[config.mk]
export PLATFORM = sky130hd
export DESIGN_NAME = gamma_square_pixel_blend
export DESIGN_NICKNAME = d
export VERILOG_FILES = /design/src/hdl/gsq_pkg.sv /design/src/hdl/gsq_term.sv /design/src/hdl/gsq_isqrt.sv /design/src/hdl/gamma_square_pixel_blend.sv
export SDC_FILE = /design/constraint.sdc
export NUM_CORES = 2
export LEC_CHECK = 0
export BUFFER_PORTS_ARGS = -buffer_cell sky130_fd_sc_hd__buf_2
export CORE_MARGIN = 10
export CORE_UTILIZATION = 51
export CTS_CLUSTER_DIAMETER = 60
export DETAILED_ROUTE_END_ITERATION = 6
export PLACE_DENSITY = 0.72
export SLEW_MARGIN = 20
export SYNTH_ARGS = -nofsm -noshare
export SYNTH_HDL_FRONTEND = slang
export SYNTH_SLANG_ARGS = --single-unit
[constraint.sdc]
create_clock -name i_clk -period 6.4 [get_ports i_clk]
set_input_delay 1.6 -clock i_clk [delete_from_list [all_inputs] [get_ports i_clk]]
set_output_delay 1.6 -clock i_clk [all_outputs]
set_load 0.01 [all_outputs]
[src/hdl/gsq_pkg.sv]
// Shared widths and fixed-point constants for the gamma-square pixel blend.
`timescale 1ns / 1ps
`default_nettype none

package gsq_pkg;

    // Field widths.
    localparam int CH_W    = 8;
    localparam int SQ_W    = 2 * CH_W;
    localparam int PROD_W  = SQ_W + CH_W;
    localparam int TERM_W  = 16;
    localparam int SUM_W   = TERM_W + 1;
    localparam int ROOT_W  = CH_W;

    localparam logic [CH_W-1:0] FULL_SCALE = 8'd255;

    // Squared-domain term: floor(p * 257 / 65025) with p < 2^24 is computed as
    // floor(p * K / 2^40), where K = ceil(257 * 2^40 / 65025). K is just above
    // 2^32, so p * K is split into (p << 32) plus p times the low part of K.
    localparam int SQ_SHIFT = 40;
    localparam longint unsigned SqRecip =
        ((64'd257 << SQ_SHIFT) + 64'd65024) / 64'd65025;
    localparam int RECIP_LO_W = 26;
    localparam logic [RECIP_LO_W-1:0] SQ_RECIP_LO =
        RECIP_LO_W'(SqRecip - (64'd1 << 32));
    localparam int MLO_W  = PROD_W + RECIP_LO_W;
    localparam int FULL_W = PROD_W + 32;

    // Alpha term: floor(x / 255) with x <= 65025 as floor(x * ceil(2^24 / 255) / 2^24).
    localparam int AL_SHIFT   = 24;
    localparam int AL_RECIP_W = 17;
    localparam logic [AL_RECIP_W-1:0] AL_RECIP =
        AL_RECIP_W'(((64'd1 << AL_SHIFT) + 64'd254) / 64'd255);
    localparam int AL_PROD_W  = SQ_W + AL_RECIP_W;
    localparam int AL_STAGES  = 3;

    // Pipeline depth: four stages per squared term, one for the sum, one per
    // root bit.
    localparam int TERM_STAGES = 4;
    localparam int LATENCY     = TERM_STAGES + 1 + ROOT_W;
    localparam int AL_DELAY    = LATENCY - AL_STAGES;

endpackage

`default_nettype wire

[src/hdl/gsq_term.sv]
// Four-stage pipeline for one weighted squared-domain term.
`timescale 1ns / 1ps
`default_nettype none

module gsq_term (
    input  wire logic                        i_clk,
    input  wire logic [gsq_pkg::CH_W-1:0]    i_chan,
    input  wire logic [gsq_pkg::CH_W-1:0]    i_fac,
    output logic      [gsq_pkg::TERM_W-1:0]  o_term
);

    logic [gsq_pkg::SQ_W-1:0]   r_sq;
    logic [gsq_pkg::CH_W-1:0]   r_fac;
    logic [gsq_pkg::PROD_W-1:0] r_prod;
    logic [gsq_pkg::PROD_W-1:0] r_prod_d;
    logic [gsq_pkg::MLO_W-1:0]  r_mlo;
    logic [gsq_pkg::TERM_W-1:0] r_term;
    logic [gsq_pkg::FULL_W-1:0] n_full;

    // Full product p * K; the quotient sits in the bits above the shift.
    assign n_full = {r_prod_d, 32'd0} + gsq_pkg::FULL_W'(r_mlo);

    always_ff @(posedge i_clk) begin
        r_sq     <= gsq_pkg::SQ_W'(i_chan * i_chan);
        r_fac    <= i_fac;
        r_prod   <= gsq_pkg::PROD_W'(r_sq * r_fac);
        r_mlo    <= gsq_pkg::MLO_W'(r_prod * gsq_pkg::SQ_RECIP_LO);
        r_prod_d <= r_prod;
        r_term   <= n_full[gsq_pkg::SQ_SHIFT +: gsq_pkg::TERM_W];
    end

    assign o_term = r_term;

endmodule

`default_nettype wire

[src/hdl/gsq_isqrt.sv]
// Sum of the two terms and a one-bit-per-stage integer square root pipeline.
`timescale 1ns / 1ps
`default_nettype none

module gsq_isqrt (
    input  wire logic                        i_clk,
    input  wire logic [gsq_pkg::TERM_W-1:0]  i_term_a,
    input  wire logic [gsq_pkg::TERM_W-1:0]  i_term_b,
    output logic      [gsq_pkg::ROOT_W-1:0]  o_root
);

    logic [gsq_pkg::SUM_W-1:0]  r_sum  [gsq_pkg::ROOT_W];
    logic [gsq_pkg::ROOT_W-1:0] r_root [1:gsq_pkg::ROOT_W];

    always_ff @(posedge i_clk) begin
        r_sum[0] <= gsq_pkg::SUM_W'(i_term_a) + gsq_pkg::SUM_W'(i_term_b);
    end

    // Stage k decides root bit ROOT_W-k, most significant first.
    for (genvar k = 1; k <= gsq_pkg::ROOT_W; k++) begin : g_stage
        localparam logic [gsq_pkg::ROOT_W-1:0] TrialBit =
            gsq_pkg::ROOT_W'(1 << (gsq_pkg::ROOT_W - k));
        logic [gsq_pkg::ROOT_W-1:0] w_prev;
        logic [gsq_pkg::ROOT_W-1:0] w_trial;
        logic [gsq_pkg::SQ_W-1:0]   w_sq;

        if (k == 1) begin : g_first
            assign w_prev = '0;
        end else begin : g_next
            assign w_prev = r_root[k-1];
        end

        assign w_trial = w_prev | TrialBit;
        assign w_sq    = gsq_pkg::SQ_W'(w_trial * w_trial);

        always_ff @(posedge i_clk) begin
            if (gsq_pkg::SUM_W'(w_sq) <= r_sum[k-1]) begin
                r_root[k] <= w_trial;
            end else begin
                r_root[k] <= w_prev;
            end
        end

        if (k < gsq_pkg::ROOT_W) begin : g_carry
            always_ff @(posedge i_clk) begin
                r_sum[k] <= r_sum[k-1];
            end
        end
    end

    assign o_root = r_root[gsq_pkg::ROOT_W];

endmodule

`default_nettype wire

[src/hdl/gamma_square_pixel_blend.sv]
// Top level of the gamma-square pixel blend: channel and alpha pipelines.
//
//  Channel   Direction  Transfer when         Payload
//  input     in         start && !busy        i_channel_a, i_channel_b, i_alpha_a,
//                                             i_alpha_b, i_weight
//  result    out        o_done (one cycle)    o_mixed_channel, o_mixed_alpha
//
// One pixel enters per clock cycle while busy is low; its result follows the input
// transfer through the squared-term stages, the sum stage and the
// one-bit-per-stage square root (the alpha path is delayed to match).
// The pipeline never stalls, since the receiver cannot hold results off.
// busy is high only during reset and the cycle after it is released.
// Reset clears the valid bits; data registers carry no reset.
`timescale 1ns / 1ps
`default_nettype none

module gamma_square_pixel_blend (
    input  wire logic                      i_clk,
    input  wire logic                      i_rst_n,
    input  wire logic                      start,
    output logic                           busy,
    input  wire logic [gsq_pkg::CH_W-1:0]  i_channel_a,
    input  wire logic [gsq_pkg::CH_W-1:0]  i_channel_b,
    input  wire logic [gsq_pkg::CH_W-1:0]  i_alpha_a,
    input  wire logic [gsq_pkg::CH_W-1:0]  i_alpha_b,
    input  wire logic [gsq_pkg::CH_W-1:0]  i_weight,
    output logic                           o_done,
    output logic      [gsq_pkg::CH_W-1:0]  o_mixed_channel,
    output logic      [gsq_pkg::CH_W-1:0]  o_mixed_alpha
);

    logic                             w_accept;
    logic [gsq_pkg::CH_W-1:0]         w_inv_weight;
    logic [gsq_pkg::TERM_W-1:0]       w_term_a;
    logic [gsq_pkg::TERM_W-1:0]       w_term_b;

    logic                             r_busy;
    logic [gsq_pkg::LATENCY-1:0]      r_vld;
    logic [gsq_pkg::SQ_W-1:0]         r_al_pa;
    logic [gsq_pkg::SQ_W-1:0]         r_al_pb;
    logic [gsq_pkg::AL_PROD_W-1:0]    r_al_ma;
    logic [gsq_pkg::AL_PROD_W-1:0]    r_al_mb;
    logic [gsq_pkg::CH_W-1:0]         r_al_dly [gsq_pkg::AL_DELAY+1];

    assign w_accept     = start && !r_busy;
    assign w_inv_weight = gsq_pkg::FULL_SCALE - i_weight;

    always_ff @(posedge i_clk) begin
        if (!i_rst_n) begin
            r_busy <= 1'b1;
            r_vld  <= '0;
        end else begin
            r_busy <= 1'b0;
            r_vld  <= {r_vld[gsq_pkg::LATENCY-2:0], w_accept};
        end
    end

    gsq_term u_term_a (
        .i_clk  (i_clk),
        .i_chan (i_channel_a),
        .i_fac  (w_inv_weight),
        .o_term (w_term_a)
    );

    gsq_term u_term_b (
        .i_clk  (i_clk),
        .i_chan (i_channel_b),
        .i_fac  (i_weight),
        .o_term (w_term_b)
    );

    gsq_isqrt u_isqrt (
        .i_clk    (i_clk),
        .i_term_a (w_term_a),
        .i_term_b (w_term_b),
        .o_root   (o_mixed_channel)
    );

    // Alpha: weight, divide by 255 through a reciprocal, add, then delay to
    // line up with the channel result.
    always_ff @(posedge i_clk) begin
        r_al_pa     <= gsq_pkg::SQ_W'(i_alpha_a * w_inv_weight);
        r_al_pb     <= gsq_pkg::SQ_W'(i_alpha_b * i_weight);
        r_al_ma     <= gsq_pkg::AL_PROD_W'(r_al_pa * gsq_pkg::AL_RECIP);
        r_al_mb     <= gsq_pkg::AL_PROD_W'(r_al_pb * gsq_pkg::AL_RECIP);
        r_al_dly[0] <= r_al_ma[gsq_pkg::AL_SHIFT +: gsq_pkg::CH_W]
                     + r_al_mb[gsq_pkg::AL_SHIFT +: gsq_pkg::CH_W];
        for (int i = 1; i <= gsq_pkg::AL_DELAY; i++) begin
            r_al_dly[i] <= r_al_dly[i-1];
        end
    end

    assign busy          = r_busy;
    assign o_done        = r_vld[gsq_pkg::LATENCY-1];
    assign o_mixed_alpha = r_al_dly[gsq_pkg::AL_DELAY];

    // A result strobe always traces back to an input transfer a fixed time earlier.
    a_done_from_accept: assert property (@(posedge i_clk) disable iff (!i_rst_n)
        o_done |-> $past(w_accept, gsq_pkg::LATENCY))
        else $error("result strobe without a matching input transfer");

    // Zero weight passes the first source through unchanged.
    a_weight_zero: assert property (@(posedge i_clk) disable iff (!i_rst_n)
        (o_done && $past(i_weight == '0, gsq_pkg::LATENCY))
        |-> (o_mixed_channel == $past(i_channel_a, gsq_pkg::LATENCY)
             && o_mixed_alpha == $past(i_alpha_a, gsq_pkg::LATENCY)))
        else $error("zero weight did not return the first source");

    // Full weight passes the second source through unchanged.
    a_weight_full: assert property (@(posedge i_clk) disable iff (!i_rst_n)
        (o_done && $past(i_weight == gsq_pkg::FULL_SCALE, gsq_pkg::LATENCY))
        |-> (o_mixed_channel == $past(i_channel_b, gsq_pkg::LATENCY)
             && o_mixed_alpha == $past(i_alpha_b, gsq_pkg::LATENCY)))
        else $error("full weight did not return the second source");

endmodule

`default_nettype wire

After elaboration in Yosys (flattened, before gate mapping)
Memory sizes are Yosys's and may differ from the RTL's.
Index checks and enable logic that the tools add are counted.
{"block": "classes", "add_sub_neg": 5, "n_mul": 17, "order_cmp": 8, "mux": 33, "bitwise": 8, "n_reduce_logical": 2}
{"operator": "multiplier 8 x 8 -> 16 bit", "count": 11}
{"operator": "<= comparator 16 x 17 -> 1 bit", "count": 7}
{"operator": "adder 56 x 50 -> 56 bit", "count": 2}
{"operator": "multiplier 24 x 25 -> 49 bit, second input constant", "count": 2}
{"operator": "2-to-1 mux 8 bit", "count": 8}
{"operator": "multiplier 16 x 16 -> 31 bit, second input constant", "count": 2}
{"operator": "multiplier 16 x 8 -> 24 bit", "count": 2}
{"operator": "2-to-1 mux 1 bit", "count": 25}
{"operator": "adder 16 x 16 -> 17 bit", "count": 1}
{"operator": "<= comparator 15 x 17 -> 1 bit, first input constant", "count": 1}
{"operator": "adder 8 bit", "count": 1}
{"operator": "OR 1 bit", "count": 8}
{"operator": "subtractor 8 bit, first input constant", "count": 1}
{"operator": "logical AND 1 bit", "count": 1}
{"operator": "logical NOT 1 bit", "count": 1}
{"block": "word_totals", "ff_bits": 382, "ramBits": 288, "wordCells": 94, "n_memories": 3}
{"name": "u_isqrt.r_sum", "depth": 8, "width": 17, "rd": 8, "rd_clocked_by_memory_dff": 0, "write_ports": 8, "line": "gsq_isqrt.sv:12", "rtl": "logic [gsq_pkg::SUM_W-1:0] r_sum [gsq_pkg::ROOT_W];"}
{"name": "r_al_dly", "depth": 11, "width": 8, "rd": 11, "rd_clocked_by_memory_dff": 0, "write_ports": 11, "line": "gamma_square_pixel_blend.sv:43", "rtl": "logic [gsq_pkg::CH_W-1:0] r_al_dly [gsq_pkg::AL_DELAY+1];"}
{"name": "u_isqrt.r_root", "depth": 8, "width": 8, "rd": 8, "rd_clocked_by_memory_dff": 0, "write_ports": 8, "line": "gsq_isqrt.sv:13", "rtl": "logic [gsq_pkg::ROOT_W-1:0] r_root [1:gsq_pkg::ROOT_W];"}

Longest topological paths before layout
An unclocked memory read counts as a cell.
{"block": "depth", "depth_word": 6, "ltp_mapped": 28}

By module
A second synthesis with hierarchy kept.
{"block": "unflattened", "hier_cells": 5194, "area_unflattened_um2": 51649.5}
{"module": "gsq_term at u_term_b", "n_inst": 1, "cells_per_inst": 1637, "area_each_um2": 15880.2}
{"module": "gsq_term at u_term_a", "n_inst": 1, "cells_per_inst": 1629, "area_each_um2": 15849.0}
{"module": "gsq_isqrt", "n_inst": 1, "cells_per_inst": 999, "area_each_um2": 10054.6}
{"module": "gamma_square_pixel_blend", "n_inst": 1, "cells_per_inst": 929, "area_each_um2": 9865.7}

Worst setup path after synthesis
Ideal clock, no wire load.
{"block": "synth_timing", "kind": "flip-flop to flip-flop", "from": "register u_term_a.r_prod[22] in the netlist's numbering", "to": "register u_term_a.r_mlo[47] in the netlist's numbering", "setup_ns": 0.072, "arrival_ns": 5.529, "t_required_ns": 6.328, "setup_slack_ns": 0.799, "path_stages_with_launch": 20, "path_buffers": 0, "cell_sequence": "dfxtp_1 -> fa_1 -> ha_1 -> fa_1 -> inv_1 -> fa_1 -> fa_1 -> fa_1 -> inv_1 -> fa_1 -> ha_1 -> nand4_1 -> nor3_1 -> nand2_1 -> nor3_2 -> o21ai_1 -> a311oi_2 -> a21oi_1 -> o31ai_1 -> xnor2_1"}
{"block": "synth_via", "elab_chain_cells": 1}
{"item": "start, declared", "line": "gsq_term.sv:14", "rtl": "logic [gsq_pkg::PROD_W-1:0] r_prod;"}
{"item": "start signal, assigned", "line": "gsq_term.sv:26", "rtl": "r_prod <= gsq_pkg::PROD_W'(r_sq * r_fac);"}
{"item": "multiplier 24 x 25 -> 49 bit", "line": "gsq_term.sv:27", "rtl": "r_mlo <= gsq_pkg::MLO_W'(r_prod * gsq_pkg::SQ_RECIP_LO);"}
{"item": "end signal, assigned", "line": "gsq_term.sv:27"}
{"item": "end, declared", "line": "gsq_term.sv:16", "rtl": "logic [gsq_pkg::MLO_W-1:0] r_mlo;"}
Every way passes these cells.
A chain may end at the register's enable or synchronous reset.

Worst setup path after layout
{"block": "layout_timing", "from": "register u_term_a.r_prod[21] in the netlist's numbering", "to": "register u_term_a.r_mlo[46] in the netlist's numbering"}
Same word-level chain as after synthesis.

==> impl_metrics.env <==
export IMPL_result_of_the_run="finished clean"
export IMPL_grt_first_pass_wirelength_microns=173000
export IMPL_detail_route_wirelength_microns=100000
export IMPL_clock_skew_final_ps=29.8
export IMPL_endpoint_kind="register"
export IMPL_grt_met3_usage_pct=2.75
export IMPL_maxCapViolations=0
export IMPL_cts_inserted_buffers=71
export IMPL_drt_first_iter_violations=1577
export IMPL_ys_flop_type="dfxtp_1"
export IMPL_core_rowCount=115
export IMPL_critical_path_slowest_cell="fa_1"
export IMPL_worst_ep_required_time_ps=6980
export IMPL_number_of_synthesized_flops_with_an_enable_pin=0
export IMPL_post_synthesis_sequential_area_ratio_pct=21.0
export IMPL_detailed_place_hpwl_microns=83800
export IMPL_worst_pin_slew_ps=794
export IMPL_port_buffers=60
export IMPL_core_area_sq_um=98400
export IMPL_detail_route_antenna_nets=0
export IMPL_die_w_microns=335
export IMPL_grt_most_used_layer="met2"
export IMPL_synth_to_final_area_change_pct=8.96
export IMPL_cts_max_level=3
export IMPL_worstHoldPathType="reg2reg"
export IMPL_maxSlewHeadroom_pct=46.6
export IMPL_worstPathCellList="fa_1 -> ha_1 -> fa_1 -> inv_1 -> fa_1 -> fa_1 -> fa_1 -> inv_1 -> fa_1 -> ha_1 -> and4_1 -> a221oi_1 -> o31ai_2 -> o2111ai_1 -> and2b_1 -> o21ai_1 -> a2111oi_1 -> nand3b_1"
export IMPL_place_inst=6380
export IMPL_worstSetupStartpointType="register"
export IMPL_cts_reportedPaths_clkPinSlew_ps=60
export IMPL_fmaxAchievable_mhz=165
export IMPL_timing_setup_tns_ps=0
export IMPL_floorplan_initialDensity_pct=51.4
export IMPL_grt_met1_usage_pct=23.2
export IMPL_synth_cell_area_sq_um=50600
export IMPL_cts_path_max_buffers=3
export IMPL_timing_worst_setup_path_type="reg2reg"
export IMPL_timing_critical_path_fanout_max=9
export IMPL_tritoncts_sink_count=532
export IMPL_rsz0062_at_grt="false"
export IMPL_met2_usage_pct=32.4
export IMPL_routed_via_density=5.09
export IMPL_post_drt_wl_per_cell_microns=15.4
export IMPL_die_area_sq_um=112000
export IMPL_holdBufCountCts=0
export IMPL_min_period_ps=6060
export IMPL_syn_inst=5024
export IMPL_finish_net_count=6873
export IMPL_synthDistinctLibCells=76
export IMPL_antenna_found_initial=2
export IMPL_overflow=0
export IMPL_synth_async_reset_ratio_pct=0
export IMPL_drt_first_pass_iters=6
export IMPL_crit_path_max_incr_delay_ps=490
export IMPL_timing_final_max_slew_violations=0
export IMPL_layout_cells_most_common="ha_1"
export IMPL_route_detailed_drc=0
export IMPL_clock_latency_ps=640
export IMPL_number_of_non_filler_instances_in_the_completed_layout=6511
export IMPL_min_period_over_period_pct=94.8
export IMPL_first_global_vias=35900
export IMPL_syn_avg_cell_area_sq_um=10.1
export IMPL_root_buffer="clkbuf_16"
export IMPL_final_cell_mix="1072 x ha_1, 1044 x inv_1, 592 x fa_1"
export IMPL_hold_viol=0
export IMPL_num_io_pins=61
export IMPL_grt_max_degree=17
export IMPL_die_h_microns=335
export IMPL_critical_path_most_common_cell="fa_1"
export IMPL_final_layout_size_suffix_gt1_share_pct=5.02
export IMPL_dr_total_vias=33200
export IMPL_synth_warnings=0
export IMPL_data_arrival_time_of_the_worst_path_ps=6650
export IMPL_synth_ff_latch_count=532
export IMPL_postCtsSetupRepairBufs=0
export IMPL_gp_congestion=0.920
export IMPL_tritoncts="done"
export IMPL_grt_use_total_pct=18.5
export IMPL_setup_violations=0
through the flow:
| step | instance area (sq um) | utilization [%] | hold slack [ps] | setup slack [ps] |
|---|---|---|---|---|
| after CTS | 55100 | 56.0 | 322 | 224 |
| after global routing | 55200 | 56.0 | 329 | 24.9 |
| after global placement | 52700 | 53.6 | 310 | 386 |
| after floorplan | 50600 | - | 310 | 799 |
| final | 55200 | 56.0 | 319 | 335 |
| after detailed placement | 52700 | 53.6 | 312 | 223 |
worst max-delay path: cells and delay by family (launching register included):
kind | cells | cell delay, ps
buffers and inverters | 2 | 100
and+or+nand+nor | 3 | 660
AOI/OAI and AO/OA | 5 | 1360
DFF | 1 | 440
adders and majority gates | 8 | 3440
state kept, by name, indices dropped and copies added (netlist names), 18 cells and up:
signal	flops
r_al_dly	88
u_term_a.r_prod	24
u_term_b.r_prod	24
u_term_a.r_mlo	18
u_term_a.r_prod_d	24
u_isqrt.r_sum	136
u_term_b.r_prod_d	24
u_term_b.r_mlo	18
u_isqrt.r_root	36
path summary, 6_finish.rpt:
kind	from	to	slack, ps	cells after the start
hold reg to reg	r_al_dly[4][0]$_DFF_P_	r_al_dly[5][0]$_DFF_P_	320	0
setup / recovery	u_term_a.r_prod[21]$_DFF_P_	u_term_a.r_mlo[46]$_DFF_P_	340	18
hold / removal	r_al_dly[4][0]$_DFF_P_	r_al_dly[5][0]$_DFF_P_	320	0
setup reg to reg	u_term_a.r_prod[21]$_DFF_P_	u_term_a.r_mlo[46]$_DFF_P_	340	18
layout make-up:
| class | instances | area, sq um |
|---|---|---|
| Sequential cell | 532 | 10700 |
| Clock buffer | 87 | 1880 |
| Multi-Input combinational cell | 3419 | 36000 |
| Antenna cell | 2 | 5.00 |
| Clock inverter | 42 | 544 |
| Inverter | 1044 | 3920 |
| Fill cell | 8431 | 43300 |
| Timing Repair Buffer | 98 | 586 |
| Tap cell | 1287 | 1610 |
cell families (layout without fill, tap and decap cells):
logic type	count (synthesis)	after routing	share of synthesized area (%)
mux	4	4	0.0840
xor+xnor	243	243	4.20
buf+inv	1077	1271	7.99
compound gates	551	551	7.32
other cells	2	8	0.0148
fa+ha+maj	1664	1664	49.9
flops	532	532	21.0
simple gates	951	951	9.46
synthesized netlist by cell type, types with 26 or more instances:
| library cell | n | area [sq um] |
|---|---|---|
| xnor2_1 | 184 | 1610 |
| o21a_1 | 38 | 285 |
| inv_1 | 1044 | 3920 |
| nand4_1 | 26 | 163 |
| nor3_1 | 37 | 185 |
| o21ai_0 | 87 | 435 |
| fa_1 | 592 | 11900 |
| nor2_1 | 161 | 604 |
| clkbuf_1 | 33 | 124 |
| nor2b_1 | 80 | 500 |
| nand2_1 | 294 | 1100 |
| ha_1 | 1072 | 13400 |
| xor2_1 | 59 | 517 |
| a21o_1 | 104 | 781 |
| a21oi_1 | 146 | 731 |
| and2_1 | 226 | 1410 |
| dfxtp_1 | 532 | 10700 |
| nand3_1 | 28 | 140 |
what timing repair did:
| item | in CTS | in global routing |
|---|---|---|
| gates resized for setup | 0 | 10 |
| endpoints found under the setup margin | 0 | 4 |
| hold endpoints to repair | 0 | 0 |
metal layers:
layer / vias up / share of wire (%)
met5: - / 0
li1: 16400 / -
met3: 172 / 4.2
met4: 0 / 3.0
met1: 16000 / 44
met2: 578 / 48
Power is left out: the tool's default activity adds up to more than one toggle a clock period on the data nets, which glitch-free logic cannot reach.
